<file path="config.mk">
export PLATFORM = sky130hd
export DESIGN_NAME = fibonacci_fast_doubling_mod_top
export DESIGN_NICKNAME = d
export VERILOG_FILES = /design/src/sv/ffdm_pkg.sv /design/src/sv/ffdm_datapath.sv /design/src/sv/ffdm_dp.sv /design/src/sv/ffdm_ctrl.sv /design/src/sv/fibonacci_fast_doubling_mod_top.sv
export SDC_FILE = /design/constraint.sdc
export NUM_CORES = 2
export LEC_CHECK = 0
export BUFFER_PORTS_ARGS = -buffer_cell sky130_fd_sc_hd__buf_2
export CORE_ASPECT_RATIO = 1.75
export CORE_UTILIZATION = 50
export CTS_BUF_LIST = sky130_fd_sc_hd__clkbuf_16
export CTS_CLUSTER_SIZE = 24
export DETAILED_ROUTE_END_ITERATION = 8
export GPL_ROUTABILITY_DRIVEN = 0
export PLACE_DENSITY = 0.65
export REMOVE_ABC_BUFFERS = 1
export SLEW_MARGIN = 20
export SYNTH_ARGS = -nofsm -noshare
export SYNTH_HDL_FRONTEND = slang
export SYNTH_HIERARCHICAL = 1
export SYNTH_SLANG_ARGS = --single-unit
</file>
<file path="constraint.sdc">
create_clock -name i_clk -period 10.66 [get_ports i_clk]
set_clock_uncertainty 0.2 [all_clocks]
set_input_delay 1.599 -clock i_clk [delete_from_list [all_inputs] [get_ports i_clk]]
set_output_delay 1.599 -clock i_clk [all_outputs]
set_load 0.005 [all_outputs]
</file>
<file path="src/sv/ffdm_pkg.sv">
// Shared types, constants and modular helpers for the Fibonacci modulo block.
package ffdm_pkg;

    localparam int INDEX_BITS = 32;
    localparam int WORD_BITS  = 32;
    localparam int BIT_CW     = $clog2(INDEX_BITS + 1);
    localparam int STEP_CW    = $clog2(WORD_BITS);

    typedef logic [WORD_BITS-1:0] t_word;

    typedef enum logic [1:0] {
        MUL_EVEN = 2'd0,
        MUL_SQ0  = 2'd1,
        MUL_SQ1  = 2'd2
    } t_mul_sel;

    typedef struct packed {
        logic     load;
        logic     mul_start;
        logic     mul_step;
        logic     mul_store;
        t_mul_sel mul_sel;
        t_mul_sel store_sel;
        logic     comb;
        logic     fin;
    } t_cmd;

    typedef struct packed {
        logic trivial_mod;
    } t_sts;

    // (a + b) mod m for a, b < m
    function automatic t_word mod_add(input t_word a, input t_word b, input t_word m);
        logic [WORD_BITS:0] s;
        s = {1'b0, a} + {1'b0, b};
        if (s >= {1'b0, m}) begin
            s = s - {1'b0, m};
        end
        return s[WORD_BITS-1:0];
    endfunction

    // (a - b) mod m for a, b < m
    function automatic t_word mod_sub(input t_word a, input t_word b, input t_word m);
        t_word r;
        if (a >= b) begin
            r = a - b;
        end else begin
            r = a + (m - b);
        end
        return r;
    endfunction

endpackage

</file>
<file path="src/sv/ffdm_datapath.sv">
// Datapath: shared bit-serial modular multiplier, one operand bit per step.
module ffdm_datapath (
    input  logic            i_clk,
    input  logic            i_start,
    input  logic            i_step,
    input  ffdm_pkg::t_word i_x,
    input  ffdm_pkg::t_word i_y,
    input  ffdm_pkg::t_word i_m,
    output ffdm_pkg::t_word o_prod
);

    ffdm_pkg::t_word r_acc, r_x, r_y;
    ffdm_pkg::t_word acc_dbl, acc_step;

    always_comb begin
        // double and add, most significant bit of y first
        acc_dbl  = ffdm_pkg::mod_add(r_acc, r_acc, i_m);
        acc_step = r_y[ffdm_pkg::WORD_BITS-1] ? ffdm_pkg::mod_add(acc_dbl, r_x, i_m) : acc_dbl;
    end

    always_ff @(posedge i_clk) begin
        if (i_start) begin
            r_acc <= '0;
            r_x   <= i_x;
            r_y   <= i_y;
        end else if (i_step) begin
            r_acc <= acc_step;
            r_y   <= {r_y[ffdm_pkg::WORD_BITS-2:0], 1'b0};
        end
    end

    assign o_prod = r_acc;

endmodule

</file>
<file path="src/sv/ffdm_dp.sv">
// Datapath: Fibonacci pair, bit-serial modular multiplier and result registers.
module ffdm_dp (
    input  logic                             i_clk,
    input  ffdm_pkg::t_cmd                   i_cmd,
    input  logic [ffdm_pkg::WORD_BITS-1:0]   i_index_n,
    input  logic [ffdm_pkg::WORD_BITS-1:0]   i_modulus,
    output ffdm_pkg::t_sts                   o_sts,
    output logic [ffdm_pkg::WORD_BITS-1:0]   o_fib_mod,
    output logic [ffdm_pkg::WORD_BITS-1:0]   o_doubled_fib_mod
);

    logic [ffdm_pkg::INDEX_BITS-1:0] r_n;
    ffdm_pkg::t_word r_m, r_fk, r_fk1;
    ffdm_pkg::t_word r_even, r_sq0, r_sq1;
    ffdm_pkg::t_word r_fib, r_dbl;
    ffdm_pkg::t_word t_diff, odd, sum_eo;
    ffdm_pkg::t_word mul_x, mul_y, mul_prod;

    always_comb begin
        // 2*F(k+1) - F(k)
        t_diff   = ffdm_pkg::mod_sub(ffdm_pkg::mod_add(r_fk1, r_fk1, r_m), r_fk, r_m);
        odd      = ffdm_pkg::mod_add(r_sq0, r_sq1, r_m);
        sum_eo   = ffdm_pkg::mod_add(r_even, odd, r_m);
        case (i_cmd.mul_sel)
            ffdm_pkg::MUL_EVEN: begin
                mul_x = r_fk;
                mul_y = t_diff;
            end
            ffdm_pkg::MUL_SQ0: begin
                mul_x = r_fk;
                mul_y = r_fk;
            end
            default: begin
                mul_x = r_fk1;
                mul_y = r_fk1;
            end
        endcase
    end

    ffdm_datapath u_mul (
        .i_clk   (i_clk),
        .i_start (i_cmd.mul_start),
        .i_step  (i_cmd.mul_step),
        .i_x     (mul_x),
        .i_y     (mul_y),
        .i_m     (r_m),
        .o_prod  (mul_prod)
    );

    always_ff @(posedge i_clk) begin
        if (i_cmd.load) begin
            r_n   <= ffdm_pkg::INDEX_BITS'(i_index_n);
            r_m   <= i_modulus;
            r_fk  <= '0;
            r_fk1 <= ffdm_pkg::t_word'(1);
        end
        if (i_cmd.mul_store) begin
            case (i_cmd.store_sel)
                ffdm_pkg::MUL_EVEN: r_even <= mul_prod;
                ffdm_pkg::MUL_SQ0:  r_sq0  <= mul_prod;
                default:            r_sq1  <= mul_prod;
            endcase
        end
        if (i_cmd.comb) begin
            if (r_n[ffdm_pkg::INDEX_BITS-1]) begin
                r_fk  <= odd;
                r_fk1 <= sum_eo;
            end else begin
                r_fk  <= r_even;
                r_fk1 <= odd;
            end
            r_n <= {r_n[ffdm_pkg::INDEX_BITS-2:0], 1'b0};
        end
        if (i_cmd.fin) begin
            r_fib <= r_fk;
            r_dbl <= ffdm_pkg::mod_add(r_fk, r_fk, r_m);
        end
    end

    assign o_sts.trivial_mod = (r_m <= ffdm_pkg::t_word'(1));
    assign o_fib_mod         = r_fib;
    assign o_doubled_fib_mod = r_dbl;

endmodule

</file>
<file path="src/sv/ffdm_ctrl.sv">
// Controller: sequences bit steps and multiplies, owns both handshakes.
module ffdm_ctrl (
    input  logic           i_clk,
    input  logic           i_rst_n,
    input  logic           i_in_valid,
    output logic           o_in_ready,
    output logic           o_out_valid,
    input  logic           i_out_ready,
    input  ffdm_pkg::t_sts i_sts,
    output ffdm_pkg::t_cmd o_cmd
);

    typedef enum logic [2:0] {
        S_IDLE,
        S_PREP,
        S_MUL,
        S_NEXT,
        S_COMB,
        S_FIN
    } t_state;

    t_state r_state, n_state;
    logic [ffdm_pkg::BIT_CW-1:0]  r_bit, n_bit;
    logic [ffdm_pkg::STEP_CW-1:0] r_step, n_step;
    ffdm_pkg::t_mul_sel           r_sel, n_sel;
    logic                         r_out_valid, n_out_valid;
    logic                         out_free;

    assign out_free   = !r_out_valid || i_out_ready;
    assign o_in_ready = (r_state == S_IDLE);

    always_comb begin
        n_state     = r_state;
        n_bit       = r_bit;
        n_step      = r_step;
        n_sel       = r_sel;
        n_out_valid = r_out_valid && !i_out_ready;
        o_cmd       = '0;
        o_cmd.mul_sel   = r_sel;
        o_cmd.store_sel = r_sel;
        case (r_state)
            S_IDLE: begin
                if (i_in_valid) begin
                    o_cmd.load = 1'b1;
                    n_bit      = ffdm_pkg::BIT_CW'(ffdm_pkg::INDEX_BITS);
                    n_state    = S_PREP;
                end
            end
            S_PREP: begin
                if (i_sts.trivial_mod) begin
                    n_state = S_FIN;
                end else begin
                    o_cmd.mul_start = 1'b1;
                    o_cmd.mul_sel   = ffdm_pkg::MUL_EVEN;
                    n_sel           = ffdm_pkg::MUL_EVEN;
                    n_step          = ffdm_pkg::STEP_CW'(ffdm_pkg::WORD_BITS - 1);
                    n_state         = S_MUL;
                end
            end
            S_MUL: begin
                o_cmd.mul_step = 1'b1;
                if (r_step == '0) begin
                    n_state = S_NEXT;
                end else begin
                    n_step = r_step - 1'b1;
                end
            end
            S_NEXT: begin
                // store the finished product and start the next one in the same cycle
                o_cmd.mul_store = 1'b1;
                if (r_sel == ffdm_pkg::MUL_SQ1) begin
                    n_state = S_COMB;
                end else begin
                    n_sel   = (r_sel == ffdm_pkg::MUL_EVEN) ? ffdm_pkg::MUL_SQ0
                                                            : ffdm_pkg::MUL_SQ1;
                    o_cmd.mul_start = 1'b1;
                    o_cmd.mul_sel   = n_sel;
                    n_step  = ffdm_pkg::STEP_CW'(ffdm_pkg::WORD_BITS - 1);
                    n_state = S_MUL;
                end
            end
            S_COMB: begin
                o_cmd.comb = 1'b1;
                n_bit      = r_bit - 1'b1;
                n_state    = (r_bit == ffdm_pkg::BIT_CW'(1)) ? S_FIN : S_PREP;
            end
            S_FIN: begin
                // hold until the output register is free
                if (out_free) begin
                    o_cmd.fin   = 1'b1;
                    n_out_valid = 1'b1;
                    n_state     = S_IDLE;
                end
            end
            default: n_state = S_IDLE;
        endcase
    end

    always_ff @(posedge i_clk) begin
        if (!i_rst_n) begin
            r_state     <= S_IDLE;
            r_bit       <= '0;
            r_step      <= '0;
            r_sel       <= ffdm_pkg::MUL_EVEN;
            r_out_valid <= 1'b0;
        end else begin
            r_state     <= n_state;
            r_bit       <= n_bit;
            r_step      <= n_step;
            r_sel       <= n_sel;
            r_out_valid <= n_out_valid;
        end
    end

    assign o_out_valid = r_out_valid;

    a_mul_end: assert property (@(posedge i_clk) disable iff (!i_rst_n)
        (r_state == S_MUL && r_step == '0) |=> (r_state == S_NEXT))
        else $error("multiply did not end after its last step");

    a_accept_prep: assert property (@(posedge i_clk) disable iff (!i_rst_n)
        (i_in_valid && o_in_ready) |=> (r_state == S_PREP && r_bit != '0))
        else $error("accepted request did not start the bit walk");

    a_fin_valid: assert property (@(posedge i_clk) disable iff (!i_rst_n)
        o_cmd.fin |=> o_out_valid)
        else $error("finished result not presented");

    a_no_overwrite: assert property (@(posedge i_clk) disable iff (!i_rst_n)
        (o_out_valid && !i_out_ready) |-> !o_cmd.fin)
        else $error("result overwritten while still pending");

endmodule

</file>
<file path="src/sv/fibonacci_fast_doubling_mod_top.sv">
// Top level of the Fibonacci modulo block: controller and datapath.
//
//   channel  | handshake                  | payload
//   ---------+----------------------------+-----------------------------------
//   request  | i_in_valid / o_in_ready    | i_index_n, i_modulus
//   result   | o_out_valid / i_out_ready  | o_fib_mod, o_doubled_fib_mod
//
// Each index bit of a request runs three bit-serial modular multiplies on one shared
// unit, plus setup, store and combine steps.
// A modulus of 0 or 1 skips the bit walk and yields zeros.
// A request is taken only when idle; a finished result waits in the output
// register, and the next request is taken while it waits.
// Reset is synchronous, active low, and clears only control state.
module fibonacci_fast_doubling_mod_top (
    input  logic                           i_clk,
    input  logic                           i_rst_n,
    input  logic                           i_in_valid,
    output logic                           o_in_ready,
    input  logic [ffdm_pkg::WORD_BITS-1:0] i_index_n,
    input  logic [ffdm_pkg::WORD_BITS-1:0] i_modulus,
    output logic                           o_out_valid,
    input  logic                           i_out_ready,
    output logic [ffdm_pkg::WORD_BITS-1:0] o_fib_mod,
    output logic [ffdm_pkg::WORD_BITS-1:0] o_doubled_fib_mod
);

    ffdm_pkg::t_cmd cmd;
    ffdm_pkg::t_sts sts;

    ffdm_ctrl u_ctrl (
        .i_clk       (i_clk),
        .i_rst_n     (i_rst_n),
        .i_in_valid  (i_in_valid),
        .o_in_ready  (o_in_ready),
        .o_out_valid (o_out_valid),
        .i_out_ready (i_out_ready),
        .i_sts       (sts),
        .o_cmd       (cmd)
    );

    ffdm_dp u_dp (
        .i_clk             (i_clk),
        .i_cmd             (cmd),
        .i_index_n         (i_index_n),
        .i_modulus         (i_modulus),
        .o_sts             (sts),
        .o_fib_mod         (o_fib_mod),
        .o_doubled_fib_mod (o_doubled_fib_mod)
    );

endmodule

</file>
Word-level counts from Yosys, hierarchy flattened
Index checks and enable logic that the tools add are counted.

Bits in registers: 401. Input port bits: 68. Output and inout bits: 66.

Add/sub/neg operators: 17. $lt $le $gt $ge: 8. Eq/ne operators: 15. Multiplexer cells: 49. Bitwise logic cells: 1. Reduce and logical (&&, ||, !) cells: 20.

Operator list (count): two-way mux 32 bit (19); subtractor 32 bit (8); adder 32 x 32 -> 33 bit (6); >= comparator 33 x 32 -> 1 bit (6); case mux 32 bit (2 select lines) (1); adder 32 bit (1); >= comparator 32 bit (1); <= comparator 32 x 1 -> 1 bit, second input constant (1); two-way mux 3 bit (6); case mux 3 bit (6 select lines) (1); two-way mux 5 bit (3); case mux 5 bit (3 select lines) (1); case mux 6 bit (2 select lines) (1); two-way mux 1 bit (11); != test 2 bit, second input constant (4); AND reduction 2 bit (4); equality test 3 x 2 -> 1 bit, second input constant (2); equality test 3 bit, second input constant (2); equality test 6 x 1 -> 1 bit, second input constant (1); two-way mux 2 bit (3); two-way mux 6 bit (1); nonzero test 2 bit (3); subtractor 6 x 1 -> 6 bit, second input constant (1); logical NOT 5 bit (1); 17 further kinds (22).

Depth between registers and ports, before layout
Depth after elaboration: 8. Depth in mapped cells: 44. Depth with buffers taken out: 40.

Hierarchy
The synthesis kept the hierarchy.

By module, submodules not included: ffdm_dp (times used 1, cells each 2815, area an instance 25901.1 sq um, sequential area each 8638.3 sq um); ffdm_datapath (times used 1, cells each 1086, area an instance 9434.0 sq um, sequential area each 2562.5 sq um); ffdm_ctrl (times used 1, cells each 106, area an instance 930.9 sq um, sequential area each 340.3 sq um).

Least setup slack after synthesis
No wires, ideal clock.

Path type: flip-flop to flip-flop. From: register u_dp.r_sq0[0]. To: register u_dp.r_fk1[28] (data pin). Data arrival time: 8.748 ns. Required time: 10.190 ns. Path slack: 1.441 ns. Cell stages (with the launch flop): 43. Buffers on the path: 3. Cells stage by stage: edfxtp_1 > ha_1 > fa_1 > a211oi_2 > o211ai_1 > and3_1 > or2_4 > a221oi_1 > o21ai_0 > a21o_1 > xor2_1 > ha_1 > a21o_1 > a21o_1 > a21oi_1 > a31oi_1 > a2111oi_4 > buf_6 > [7 not listed] > o21ai_0 > a31oi_1 > a22oi_1 > o21ai_1 > a2111o_1 > o2111ai_1 > ha_1 > a21oi_1 > nor2_1 > o21ai_0 > nand2b_1 > nor3_1 > a211oi_1 > a211o_1 > buf_2 > o211a_1 > a211oi_1 > a21oi_1.

Longest elaborated chain between the ends: 8. Elaborated cells between the ends (all ways): 10. Those cells by class: add/sub: 4; order compare: 2; mux: 4.

Ends and longest elaborated chain: start: declaration (RTL line ffdm_dp.sv:14) `ffdm_pkg::t_word r_even, r_sq0, r_sq1;`; start signal: assignment (RTL line ffdm_dp.sv:60) `ffdm_pkg::MUL_SQ0: r_sq0 <= mul_prod;`; adder 32 x 32 -> 33 bit * (RTL line ffdm_pkg.sv:35) `s = {1'b0, a} + {1'b0, b};`; subtractor 32 bit / >= comparator 33 x 32 -> 1 bit (equally long branches) (RTL line ffdm_pkg.sv:37, ffdm_pkg.sv:36); two-way mux 32 bit * (RTL line ffdm_pkg.sv:36) `if (s >= {1'b0, m}) begin`; adder 32 x 32 -> 33 bit (RTL line ffdm_pkg.sv:35); subtractor 32 bit / >= comparator 33 x 32 -> 1 bit (equally long branches) (RTL line ffdm_pkg.sv:37, ffdm_pkg.sv:36); two-way mux 32 bit (RTL line ffdm_pkg.sv:36); two-way mux 32 bit * (RTL line ffdm_dp.sv:65) `if (r_n[ffdm_pkg::INDEX_BITS-1]) begin`; two-way mux 32 bit * (RTL line ffdm_dp.sv:64) `if (i_cmd.comb) begin`; end signal: assignment (RTL line ffdm_dp.sv:55) `r_fk1 <= ffdm_pkg::t_word'(1);`; end signal: assignment (RTL line ffdm_dp.sv:67) `r_fk1 <= sum_eo;`; end: declaration (RTL line ffdm_dp.sv:13) `ffdm_pkg::t_word r_m, r_fk, r_fk1;`.

Mark *: on every way between the ends. The rest lies on a longest branch, timed or not. A chain may end at the register's enable or synchronous reset.

Worst setup path after layout
From: register u_dp.r_sq1[0]. To: register u_dp.r_fk1[7] (data pin).

Longest elaborated chain between the ends: 8. Elaborated cells between the ends (all ways): 10. Those cells by class: add/sub: 4; order compare: 2; mux: 4.

Ends and longest elaborated chain: start: declaration (RTL line ffdm_dp.sv:14); start signal: assignment (RTL line ffdm_dp.sv:61) `default: r_sq1 <= mul_prod;`; adder 32 x 32 -> 33 bit * (RTL line ffdm_pkg.sv:35); subtractor 32 bit / >= comparator 33 x 32 -> 1 bit (equally long branches) (RTL line ffdm_pkg.sv:37, ffdm_pkg.sv:36); two-way mux 32 bit * (RTL line ffdm_pkg.sv:36); adder 32 x 32 -> 33 bit (RTL line ffdm_pkg.sv:35); subtractor 32 bit / >= comparator 33 x 32 -> 1 bit (equally long branches) (RTL line ffdm_pkg.sv:37, ffdm_pkg.sv:36); two-way mux 32 bit (RTL line ffdm_pkg.sv:36); two-way mux 32 bit * (RTL line ffdm_dp.sv:65); two-way mux 32 bit * (RTL line ffdm_dp.sv:64).

Marks and branches as above.

==> metrics.yaml <==
setup_path:
  slowest_delay_ns: 0.52
  startpoint_type: "register"
  critPathRequiredTime_ns: 10.81
  critPathArrivalTime_ns: 10.32
  crit_type: "reg2reg"
  crit_path_end_kind: "register"
  crit_fanout: 16
  crit_slowest_cell: "a22oi_1"
clocking:
  clockBufferDepth: 3
  cts_max_level: 2
  cts_sinks: 401
  cts_hold_buf: 0
  cts_root_buffer: "clkbuf_16"
  clk_pin_slew_worst_paths_ns: 0.07
  clkLatencyLatePin_ns: 0.61
  cts_buffers: 41
  cts_tree: "done"
floorplan:
  die_w_um: 206
  rows: 130
  die_h_um: 358
  die_area_sq_um: 73700
  io_pins: 134
  core-area_sq_um: 71700
  initial_utilization_pct: 50.6
synth:
  synth_cells: 4007
  synthTopCellsByArea: "edfxtp_1 (29%), ha_1 (12%), a21oi_1 (5.1%)"
  postSynthAreaPerCell_sq_um: 9.05
  ys_warn_count: 6
  seq_area_frac_synth_pct: 31.8
  yosys.area.top_type_share_pct: 29.1
  synth_edf_count: 351
  ys_ff_latch: 401
  synth.distinct_cells: 113
  async_flop_share_pct: 0
  yosysMostFrequentCell: "a21oi_1"
  syn_area_sq_um: 36300
  synth_commonest_cells: "a21oi_1 (367), nand2_1 (359), ha_1 (354)"
  synthFlopType: "edfxtp_1"
  netlist.top_cell.by_area: "edfxtp_1"
pwr:
  seqPwrFrac_pct: 16.2
  leakage_nw: 17.0
  power.density_nw_per_um2: 317
  power.clock.fraction_pct: 11.9
  ir_drop_mv: 0.217
  power_switching_mw: 6.31
  intPower_mw: 6.46
  p_comb_share_pct: 71.8
  sw_frac_of_total_pct: 49.4
timing:
  rsz0062_at_grt: "false"
  finalSetupViolCount: 0
  tns_ns: 0
  min_period_over_period_pct: 95.4
  slew_headroom_pct: 28.9
  fmax_ghz: 0.0983
  period_minus_slack_ns: 10.17
  hold_viol: 0
  tightestPinTransition_ns: 1.06
  maxSlewViolCount: 0
finish:
  stdcell_area_sq_um: 40300
  num_antenna_cells: 0
  n_fill_cell: 6571
  layout.cells.non_filler: 5162
  syn_to_final_growth_pct: 11.0
  final_nets: 4669
  drive_gt1_share_pct: 12.6
global_routing:
  grt_start_max_net_pins: 66
  gr-total-overflow: 0
  antenna_found_initial: 2
  grt_usage_pct: 32.6
  grt_pass1_wl_mm: 179
  grt_pass1_vias: 32284
drt:
  vias: 32441
  wl_mm: 121
  viasPerCell: 6.28
  first_pass_iters: 5
  antenna_left: 0
  dr.first_iter.drc_count: 2068
  detail_route.wl_per_cell_um: 23.4
  drcViolationCount: 0
placed_design:
  port_buffers: 133
  placed_area_sq_um: 38800
  hpwl_mm: 98.3
  placed_cells: 5087
outcome:
  status: "finished clean"
worst_hold_path:
  hp-class: "reg2reg"
job:
  max_cap_violations: 0
metrics by stage:
step | hold slack [ns] | util, % | total power [mW] | setup WS, ns
after floorplan | 0.238 | - | 8.41 | 0.0621
after global routing | 0.292 | 56.1 | 13.6 | 0.0254
after global placement | 0.248 | 54.1 | 11.0 | 0.249
after detailed placement | 0.261 | 54.1 | 11.0 | 0.110
after CTS | 0.273 | 56.0 | 12.6 | 0.0911
final | 0.266 | 56.1 | 12.8 | 0.491
worst max-delay path, delay by kind of cell, from the launching register on:
kind,cells,cell delay (ns)
AND/OR/NAND/NOR,8,1.08
multiplexers,1,0.36
buffers and inverters,7,1.20
flip-flops,1,0.38
AO/OA/AOI/OAI,20,5.04
adder cells (fa/ha/maj),5,1.68
power by group through the flow:
stage / clock network [mW] / registers [mW] / logic [mW]
after floorplan: 0 / 2.05 / 6.37
after global placement: 0 / 2.10 / 8.85
after detailed placement: 0 / 2.10 / 8.92
after CTS: 1.55 / 2.07 / 8.96
after global routing: 1.59 / 2.09 / 9.92
final: 1.53 / 2.07 / 9.17
per-layer routing:
metal | wire length, um | up-vias | global-route usage (%)
li1 | - | 15393 | -
met3 | 5430 | 389 | 3.05
met2 | 61200 | 1152 | 59.9
met5 | 0 | - | 0
met1 | 43500 | 15507 | 33.8
met4 | 10500 | 0 | 24.9
flip-flops by register name (all words and copies together) (netlist names), 6 cells and up:
register / flops
u_dp/r_even: 32
u_dp/r_n: 32
u_dp/u_mul/o_prod: 32
u_dp/u_mul/r_x: 32
u_dp/r_sq0: 32
u_dp/u_mul/r_y: 32
u_dp/o_fib_mod: 32
u_ctrl/r_bit: 6
u_dp/r_fk: 32
u_dp/r_m: 32
u_dp/r_sq1: 32
u_dp/r_fk1: 32
u_dp/o_doubled_fib_mod: 32
placed cells by master (no fill, tap or decap), types with 40 or more instances in the layout:
cell       synthesis  final
nand3_1           85     85
o21a_1            55     55
inv_1            205    205
a21oi_1          367    365
o211ai_1          49     49
mux2_2            55     55
ha_1             354    354
mux2i_1           45     45
nor2_1           292    291
a21o_1           145    145
buf_2             26    133
o21ai_0          276    275
buf_4              4    158
xnor2_1          174    174
nand4_1           45     45
edfxtp_1         351    351
nor3_1            68     65
a31oi_1           46     45
o21bai_1          40     40
fa_1              41     41
dfxtp_1           50     50
xor2_1           121    121
a211oi_1          57     56
clkbuf_16          0     41
nand2_1          359    358
path summary, 6_finish.rpt:
kind / from / to / slack [ns] / cells after the start
setup / recovery: u_dp/r_sq1[0]$_DFFE_PP_ / u_dp/r_fk1[7]$_SDFFCE_PN0P_ / 0.49 / 41
hold / removal: u_ctrl/r_step[4]$_SDFFE_PN0P_ / u_ctrl/r_step[4]$_SDFFE_PN0P_ / 0.27 / 2
setup reg to reg: u_dp/r_sq1[0]$_DFFE_PP_ / u_dp/r_fk1[7]$_SDFFCE_PN0P_ / 0.49 / 41
hold reg to reg: u_ctrl/r_step[4]$_SDFFE_PN0P_ / u_ctrl/r_step[4]$_SDFFE_PN0P_ / 0.27 / 2
logic make-up after synthesis:
logic type / after synthesis / share of synthesized area (%)
AO/OA/AOI/OAI: 1359 / 24.9
AND/OR/NAND/NOR: 1092 / 14.2
flip-flops: 401 / 31.8
adder cells (fa/ha/maj): 395 / 14.5
buffers and inverters: 350 / 3.92
XOR/XNOR: 295 / 7.12
multiplexers: 115 / 3.54
layout make-up:
class / count / area (sq um) / area share, %
clock buffers: 41 / 1030 / 2.55
clock inverters: 34 / 350 / 0.870
inverters: 208 / 781 / 1.94
multi-input cells: 3256 / 23400 / 58.2
flip-flops and latches: 401 / 11500 / 28.7
well taps: 924 / 1160 / 2.87
repair buffers: 298 / 1990 / 4.95
timing repair:
action / in CTS / in global routing
buffers inserted: 0 / 0
endpoints found under the setup margin: 0 / 32
resized for setup: 0 / 13
Power figures use the tool's default switching activity.
